==> config.mk <==
export PLATFORM = sky130hd
export DESIGN_NAME = gyro_deadband_moving_average_top
export DESIGN_NICKNAME = d
export VERILOG_FILES = /design/src/rtl/gdma_pkg.sv /design/src/rtl/gyro_deadband_moving_average_top.sv /design/src/rtl/gdma_hist.sv
export SDC_FILE = /design/constraint.sdc
export NUM_CORES = 1
export LEC_CHECK = 0
export BUFFER_PORTS_ARGS = -buffer_cell sky130_fd_sc_hd__buf_2
export CAP_MARGIN = 20
export CORE_MARGIN = 8
export CORE_UTILIZATION = 50
export CTS_BUF_LIST = sky130_fd_sc_hd__clkbuf_4
export CTS_CLUSTER_DIAMETER = 200
export DETAILED_ROUTE_END_ITERATION = 8
export HOLD_SLACK_MARGIN = 0.06
export PLACE_DENSITY = 0.66
export SYNTH_ARGS = -nofsm -noshare
export SYNTH_HDL_FRONTEND = slang
export SYNTH_SLANG_ARGS = --single-unit
export TNS_END_PERCENT = 5
==> constraint.sdc <==
create_clock -name clk -period 16.5 [get_ports clk]
set_input_delay 1.65 -clock clk [delete_from_list [all_inputs] [get_ports clk]]
set_output_delay 1.65 -clock clk [all_outputs]
set_load 0.01 [all_outputs]
==> src/rtl/gdma_pkg.sv <==
// shared types and constants for the gyro deadband moving average filter
package gdma_pkg;

    localparam int SAMPLE_W     = 16;
    localparam int DB_W         = 15;
    localparam int MEAN_W       = 20;
    localparam int FRAC_BITS    = 4;
    localparam int CFG_IDX_W    = 2;
    localparam int CFG_DATA_W   = 16;
    localparam int TAPS_DEFAULT = 12;

    localparam logic [DB_W-1:0] DEADBAND_RESET = 15'd30;

    typedef enum logic {
        CH_Y = 1'b0,
        CH_Z = 1'b1
    } chan_t;

    typedef enum logic [CFG_IDX_W-1:0] {
        REG_BIAS_Y   = 2'd0,
        REG_BIAS_Z   = 2'd1,
        REG_DEADBAND = 2'd2
    } cfg_reg_t;

    typedef struct packed {
        logic                        valid;
        chan_t                       ch;
        logic signed [SAMPLE_W-1:0]  value;
    } hist_push_t;

endpackage

==> src/rtl/gyro_deadband_moving_average_top.sv <==
// Two-channel (Y/Z) gyro filter: bias removal, deadband and a TAPS-deep moving
// average reported in Q.4. One item is accepted per clock cycle when the output
// side keeps up; each item yields one result after passing through the input
// register, history update, magnitude, reciprocal multiply and output register
// stages. The window sum of each channel is kept as a running total updated
// in the cycle the item leaves the input register, so items of the same channel
// may follow each other back to back. Division by TAPS is a multiplication by a
// rounded-up reciprocal, exact for every window sum. Histories clear at reset.
module gyro_deadband_moving_average_top
    import gdma_pkg::*;
#(
    parameter int TAPS = TAPS_DEFAULT
)
(
    input  logic                        clk,
    input  logic                        rst_n,
    input  logic                        in_valid,
    output logic                        in_ready,
    input  logic                        req_type,
    input  logic signed [SAMPLE_W-1:0]  raw_sample,
    output logic                        out_valid,
    input  logic                        out_ready,
    output logic signed [SAMPLE_W-1:0]  corrected_sample,
    output logic signed [MEAN_W-1:0]    mean_q4,
    input  logic                        cfg_we,
    input  logic [CFG_IDX_W-1:0]        cfg_index,
    input  logic [CFG_DATA_W-1:0]       cfg_data
);

    localparam int TAP_BITS = $clog2(TAPS);
    localparam int SUM_W    = SAMPLE_W + TAP_BITS;
    localparam int MAG_W    = SUM_W + FRAC_BITS;
    localparam int RECIP_SH = MAG_W + TAP_BITS;
    localparam int PROD_W   = MAG_W + RECIP_SH;
    localparam logic [63:0] RECIP_FULL =
        ((64'd1 << RECIP_SH) + 64'(TAPS) - 64'd1) / 64'(TAPS);
    localparam logic [RECIP_SH-1:0] RECIP = RECIP_FULL[RECIP_SH-1:0];

    // configuration
    logic signed [SAMPLE_W-1:0] bias_y_reg;
    logic signed [SAMPLE_W-1:0] bias_z_reg;
    logic [DB_W-1:0]            deadband_reg;

    always_ff @(posedge clk or negedge rst_n)
    begin
        if (!rst_n)
        begin
            bias_y_reg   <= '0;
            bias_z_reg   <= '0;
            deadband_reg <= DEADBAND_RESET;
        end
        else if (cfg_we)
        begin
            case (cfg_index)
                REG_BIAS_Y:   bias_y_reg   <= cfg_data[SAMPLE_W-1:0];
                REG_BIAS_Z:   bias_z_reg   <= cfg_data[SAMPLE_W-1:0];
                REG_DEADBAND: deadband_reg <= cfg_data[DB_W-1:0];
                default:      ;
            endcase
        end
    end

    // pipeline valid bits and stage ready chain
    logic a_valid_reg;
    logic b_valid_reg;
    logic c_valid_reg;
    logic d_valid_reg;
    logic o_valid_reg;
    logic b_rdy;
    logic c_rdy;
    logic d_rdy;
    logic o_rdy;

    assign o_rdy    = !o_valid_reg || out_ready;
    assign d_rdy    = !d_valid_reg || o_rdy;
    assign c_rdy    = !c_valid_reg || d_rdy;
    assign b_rdy    = !b_valid_reg || c_rdy;
    assign in_ready = !a_valid_reg || b_rdy;

    always_ff @(posedge clk or negedge rst_n)
    begin
        if (!rst_n)
        begin
            a_valid_reg <= 1'b0;
            b_valid_reg <= 1'b0;
            c_valid_reg <= 1'b0;
            d_valid_reg <= 1'b0;
            o_valid_reg <= 1'b0;
        end
        else
        begin
            if (in_ready) a_valid_reg <= in_valid;
            if (b_rdy)    b_valid_reg <= a_valid_reg;
            if (c_rdy)    c_valid_reg <= b_valid_reg;
            if (d_rdy)    d_valid_reg <= c_valid_reg;
            if (o_rdy)    o_valid_reg <= d_valid_reg;
        end
    end

    // stage a: input register
    chan_t                      a_type_reg;
    logic signed [SAMPLE_W-1:0] a_raw_reg;

    always_ff @(posedge clk)
    begin
        if (in_valid && in_ready)
        begin
            a_type_reg <= chan_t'(req_type);
            a_raw_reg  <= raw_sample;
        end
    end

    // bias removal and deadband
    logic signed [SAMPLE_W-1:0] bias;
    logic signed [SAMPLE_W-1:0] diff;
    logic signed [SAMPLE_W:0]   diff_x;
    logic signed [SAMPLE_W:0]   db_x;
    logic signed [SAMPLE_W-1:0] kept;
    logic signed [SUM_W-1:0]    sum_new;
    hist_push_t                 push;

    assign bias   = (a_type_reg == CH_Z) ? bias_z_reg : bias_y_reg;
    assign diff   = a_raw_reg - bias;
    assign diff_x = (SAMPLE_W+1)'(diff);
    assign db_x   = $signed({2'b00, deadband_reg});
    assign kept   = (diff_x > -db_x && diff_x < db_x) ? '0 : diff;

    assign push.valid = a_valid_reg && b_rdy;
    assign push.ch    = a_type_reg;
    assign push.value = kept;

    gdma_hist #(
        .TAPS  (TAPS),
        .SUM_W (SUM_W)
    ) u_hist (
        .clk     (clk),
        .rst_n   (rst_n),
        .push    (push),
        .sum_new (sum_new)
    );

    // stage b: corrected value and window sum
    logic signed [SAMPLE_W-1:0] b_corr_reg;
    logic signed [SUM_W-1:0]    b_sum_reg;

    always_ff @(posedge clk)
    begin
        if (push.valid)
        begin
            b_corr_reg <= diff;
            b_sum_reg  <= sum_new;
        end
    end

    // stage c: sign and scaled magnitude
    logic [SUM_W-1:0]           b_abs;
    logic                       c_neg_reg;
    logic [MAG_W-1:0]           c_mag_reg;
    logic signed [SAMPLE_W-1:0] c_corr_reg;

    assign b_abs = b_sum_reg[SUM_W-1] ? SUM_W'(-b_sum_reg) : SUM_W'(b_sum_reg);

    always_ff @(posedge clk)
    begin
        if (b_valid_reg && c_rdy)
        begin
            c_neg_reg  <= b_sum_reg[SUM_W-1];
            c_mag_reg  <= {b_abs, {FRAC_BITS{1'b0}}};
            c_corr_reg <= b_corr_reg;
        end
    end

    // stage d: multiply by rounded-up reciprocal of TAPS
    logic [PROD_W-1:0]          d_prod_reg;
    logic                       d_neg_reg;
    logic signed [SAMPLE_W-1:0] d_corr_reg;

    always_ff @(posedge clk)
    begin
        if (c_valid_reg && d_rdy)
        begin
            d_prod_reg <= PROD_W'(c_mag_reg) * PROD_W'(RECIP);
            d_neg_reg  <= c_neg_reg;
            d_corr_reg <= c_corr_reg;
        end
    end

    // output register: truncate toward zero by restoring the sign
    logic [MAG_W-1:0]           quot;
    logic [MAG_W-1:0]           quot_signed;
    logic signed [MEAN_W-1:0]   mean_next;
    logic signed [SAMPLE_W-1:0] o_corr_reg;
    logic signed [MEAN_W-1:0]   o_mean_reg;

    assign quot        = d_prod_reg[RECIP_SH +: MAG_W];
    assign quot_signed = d_neg_reg ? -quot : quot;
    assign mean_next   = quot_signed[MEAN_W-1:0];

    always_ff @(posedge clk)
    begin
        if (d_valid_reg && o_rdy)
        begin
            o_corr_reg <= d_corr_reg;
            o_mean_reg <= mean_next;
        end
    end

    assign out_valid        = o_valid_reg;
    assign corrected_sample = o_corr_reg;
    assign mean_q4          = o_mean_reg;

    a_accept_fills: assert property (@(posedge clk) disable iff (!rst_n)
        in_valid && in_ready |=> a_valid_reg)
        else $error("accepted item missing from input register");

    a_stall_a: assert property (@(posedge clk) disable iff (!rst_n)
        a_valid_reg && !b_rdy |=> a_valid_reg && $stable(a_raw_reg) && $stable(a_type_reg))
        else $error("input register lost an item while stalled");

    a_stall_b: assert property (@(posedge clk) disable iff (!rst_n)
        b_valid_reg && !c_rdy |=> b_valid_reg && $stable(b_sum_reg))
        else $error("window sum stage lost an item while stalled");

    a_stall_d: assert property (@(posedge clk) disable iff (!rst_n)
        d_valid_reg && !o_rdy |=> d_valid_reg && $stable(d_prod_reg))
        else $error("product stage lost an item while stalled");

endmodule

==> src/rtl/gdma_hist.sv <==
// per-channel sample history shift lines with running window sums
module gdma_hist
    import gdma_pkg::*;
#(
    parameter int TAPS  = TAPS_DEFAULT,
    parameter int SUM_W = SAMPLE_W + $clog2(TAPS)
)
(
    input  logic                     clk,
    input  logic                     rst_n,
    input  hist_push_t               push,
    output logic signed [SUM_W-1:0]  sum_new
);

    logic signed [SAMPLE_W-1:0] y_hist_reg [TAPS];
    logic signed [SAMPLE_W-1:0] z_hist_reg [TAPS];
    logic signed [SUM_W-1:0]    sum_y_reg;
    logic signed [SUM_W-1:0]    sum_z_reg;
    logic signed [SAMPLE_W-1:0] val;
    logic signed [SAMPLE_W-1:0] oldest;
    logic signed [SUM_W-1:0]    sum_old;

    assign val     = push.value;
    assign oldest  = (push.ch == CH_Z) ? z_hist_reg[TAPS-1] : y_hist_reg[TAPS-1];
    assign sum_old = (push.ch == CH_Z) ? sum_z_reg : sum_y_reg;

    // window sum after the push: drop the oldest entry, add the new one
    assign sum_new = sum_old - SUM_W'(oldest) + SUM_W'(val);

    always_ff @(posedge clk or negedge rst_n)
    begin
        if (!rst_n)
        begin
            for (int i = 0; i < TAPS; i++)
            begin
                y_hist_reg[i] <= '0;
                z_hist_reg[i] <= '0;
            end
            sum_y_reg <= '0;
            sum_z_reg <= '0;
        end
        else if (push.valid)
        begin
            if (push.ch == CH_Z)
            begin
                for (int i = TAPS - 1; i >= 1; i--)
                begin
                    z_hist_reg[i] <= z_hist_reg[i-1];
                end
                z_hist_reg[0] <= val;
                sum_z_reg     <= sum_new;
            end
            else
            begin
                for (int i = TAPS - 1; i >= 1; i--)
                begin
                    y_hist_reg[i] <= y_hist_reg[i-1];
                end
                y_hist_reg[0] <= val;
                sum_y_reg     <= sum_new;
            end
        end
    end

    a_idle_holds: assert property (@(posedge clk) disable iff (!rst_n)
        !push.valid |=> $stable(sum_y_reg) && $stable(sum_z_reg))
        else $error("window sum changed without a push");

    a_y_leaves_z: assert property (@(posedge clk) disable iff (!rst_n)
        push.valid && push.ch == CH_Y |=> $stable(sum_z_reg) && $stable(z_hist_reg[0]))
        else $error("y push disturbed z channel");

    a_z_leaves_y: assert property (@(posedge clk) disable iff (!rst_n)
        push.valid && push.ch == CH_Z |=> $stable(sum_y_reg) && $stable(y_hist_reg[0]))
        else $error("z push disturbed y channel");

endmodule
==> metrics.md <==
| Metric | Value |
|---|---|
| Critical path arrival | `10540 ps` |
| Hold WC Path Type | `reg2reg` |
| Max-Cap Viols | `0` |
| Post-synthesis sequential area ratio | `51.3%` |
| Port Buf Inserts | `77` |
| CTS sink count | `639` |
| # H-tree levels | `4` |
| Share of layout cells above drive strength 1 | `13.1%` |
| Worst r2r src | `a_type_reg` |
| Simple-gate portion of the synthesized area | `16.7%` |
| Core area | `65400 um^2` |
| TNS Setup | `0 ps` |
| Fin crit period | `9770 ps` |
| Syn Std Cell Area | `32800 um^2` |
| Synth Flop Type | `dfrtp_1` |
| Nets | `3743` |
| EDFF count, synth | `163` |
| Iteration-0 DRC Markers | `1348` |
| Drt total wl | `68100 um` |
| Initial antenna violation count | `2` |
| Hold_ws | `413 ps` |
| GRT overflow | `0` |
| Vias in the first global route | `23400` |
| Largest family of logic cells by synthesized area | `adder cells` |
| Site Rows | `94` |
| Post-CTS Resized | `0` |
| Crit Path Max Fanout | `41` |
| CP max stage cell | `edfxtp_1` |
| Setup CP Type | `reg2reg` |
| Reg2Reg Depth | `30` |
| Final core utilization | `55.4%` |
| RSZ-0062 raised after global routing | `false` |
| Root Driver | `clkbuf_4` |
| Initial Utilization | `50.2%` |
| Worst path required time | `17270 ps` |
| Synthesized Nets | `3593` |
| Drt drc | `0` |
| FF-to-FF End | `u_hist.sum_y_reg[18]` |
| FMAX | `0.102 GHz` |
| Clk_skew | `57.3 ps` |
| Post-Syn Instances | `3183` |
| Die W | `272 um` |
| Synth-to-layout area growth | `10.4%` |
| Startpoint Class | `flop` |
| First-pass GRT wire length | `114000 um` |
| CP Capture Type | `flop` |
| # IOs | `78` |
| Yosys warns | `0` |
| FFs w/ async S/R, synth | `74.5%` |
| Hold depth | `0` |
| R2R Setup Slk | `6730 ps` |
| HPWL after detailed placement | `46200 um` |
| Vias | `21900` |
| Setup violators final | `0` |
| Clock-pin slew on the worst setup and hold paths | `70 ps` |
| Routed length per instance | `15.8 um` |
| Post-CTS Hold Fix Bufs | `0` |
| Post-CTS setup buffer count | `0` |
| Period utilization | `59.2%` |
| Synth cell types | `63` |
| Vert. Die Dim | `272 um` |
| Routed vias/inst | `5.08` |
| DR pass1 iterations | `5` |
| Slew Viols, Final | `0` |
| Seq cells post-synth | `639` |
| Compound-gate portion of the synthesized area | `4.48%` |
| Bufs on Longest Clock Path | `3` |
| CP peak stage delay | `930 ps` |
| Adder-Cell Fraction of Synth Area | `17.4%` |
| Slew @ Worst Pin | `1060 ps` |
| Cts bufs inserted | `163` |
| Largest net degree at the start of global routing | `187` |
| Xor/xnor cell area share of the yosys netlist | `2.70%` |
| Global Route Usage Sum | `18.8%` |
| Dpl ws | `6790 ps` |
| Multiplexer share of the synthesized area | `3.28%` |
| Die Area | `74000 um^2` |
| Max-slew headroom | `29.2%` |
| Worst Hold End | `d_corr_reg[13]` |
| Hold_sp | `c_corr_reg[13]` |
| Synthesized area per cell | `10.3 um^2` |
| Post-route ant nets | `0` |
| Final GP Congestion | `0.883` |
| Setup ws final | `6730 ps` |
| Outcome | `complete, no violations` |
| CTS tree | `built` |
| Final Hold Viols | `0` |
| Clk_lat worst skew | `980 ps` |
[cells by family after synthesis]
family,Yosys count
muxes,99
and+or+nand+nor,1380
buffers and inverters,364
AOI/OAI and AO/OA,230
adders and majority gates,372
DFF,639
xor gates and xnor gates,99
[worst max-delay path: cells and delay by family, from the launching register on]
kind / cells / cell delay [ps]
compound gates: 16 / 3870
xor+xnor: 2 / 470
fa+ha+maj: 4 / 1870
buf+inv: 2 / 800
flops: 1 / 930
mux: 1 / 240
simple gates: 5 / 1330
[through the flow]
step                      cells  instance area, um^2
after floorplan            3183                32800
after global placement     4030                34000
after detailed placement   4030                34000
after CTS                  4312                36200
after global routing       4316                36200
final                      4316                36200
[routing by layer]
metal / GRT usage [%] / vias up / wire (um)
met5: 0 / - / 0
met3: 4.16 / 115 / 2710
met1: 23.7 / 10800 / 30600
met2: 31.2 / 388 / 32900
li1: - / 10600 / -
met4: 7.97 / 0 / 1910
[how the worst max path moves through the flow]
stage | from | endpoint | slack, ps
6_report | a_type_reg | u_hist.sum_y_reg[18] | 6730
5_1_grt | a_type_reg | u_hist.sum_y_reg[18] | 5860
4_1_cts | a_type_reg | u_hist.sum_z_reg[18] | 6700
3_5_place_dp | a_type_reg | b_sum_reg[18] | 6790
3_3_place_gp | a_type_reg | b_sum_reg[18] | 6880
2_1_floorplan | a_type_reg | b_sum_reg[18] | 8310
[synthesized netlist by cell type, types with 11 or more instances]
| master | instances | area share (%) |
|---|---|---|
| o21ai_1 | 24 | 0.37 |
| nor2b_1 | 11 | 0.21 |
| edfxtp_1 | 163 | 15 |
| a21o_1 | 16 | 0.37 |
| mux2i_1 | 32 | 0.98 |
| xnor2_1 | 81 | 2.2 |
| clkbuf_1 | 102 | 1.2 |
| a21oi_1 | 39 | 0.60 |
| nor3_1 | 19 | 0.29 |
| nand4_1 | 12 | 0.23 |
| o21ai_0 | 68 | 1.0 |
| mux2_2 | 67 | 2.3 |
| fa_1 | 140 | 8.5 |
| o31ai_1 | 25 | 0.57 |
| nand3_1 | 20 | 0.31 |
| inv_1 | 252 | 2.9 |
| o21a_1 | 15 | 0.34 |
| ha_1 | 230 | 8.8 |
| nand2b_1 | 25 | 0.48 |
| nor2_1 | 47 | 0.54 |
| nand2_1 | 1202 | 14 |
| dfrtp_1 | 472 | 36 |
| xor2_1 | 17 | 0.45 |
[layout by cell type (no fill, tap or decap), types with 5 or more instances in the layout]
cell and count:
o21bai_1 9, inv_1 252, nand2_1 1201, nor2b_1 10, nand4_1 12, clkbuf_4 243, nand2b_1 25, nand3_1 20
o21ai_1 24, or4_1 6, buf_2 76, mux2_2 67, o31ai_1 25, mux2i_1 32, a21oi_1 39, dfrtp_1 472
ha_1 230, edfxtp_1 163, nor2_1 46, xor2_1 17, clkinv_1 18, fa_1 140, xnor2_1 81, buf_4 17
o21a_1 15, or3_1 7, nor4_1 6, a21o_1 16, clkinv_2 5, nor3_1 19, o21ai_0 68
[cell type report]
| class | instances | area, um^2 |
|---|---|---|
| Tap cell | 864 | 1080 |
| Timing Repair Buffer | 97 | 591 |
| Sequential cell | 639 | 16800 |
| Antenna cell | 2 | 5.00 |
| Clock buffer | 243 | 1820 |
| Fill cell | 5746 | 29200 |
| Inverter | 252 | 946 |
| Multi-Input combinational cell | 2180 | 14700 |
| Clock inverter | 39 | 300 |
Power is not shown: default switching activity piles up to over one toggle a cycle in this logic, so the estimate is an artifact.
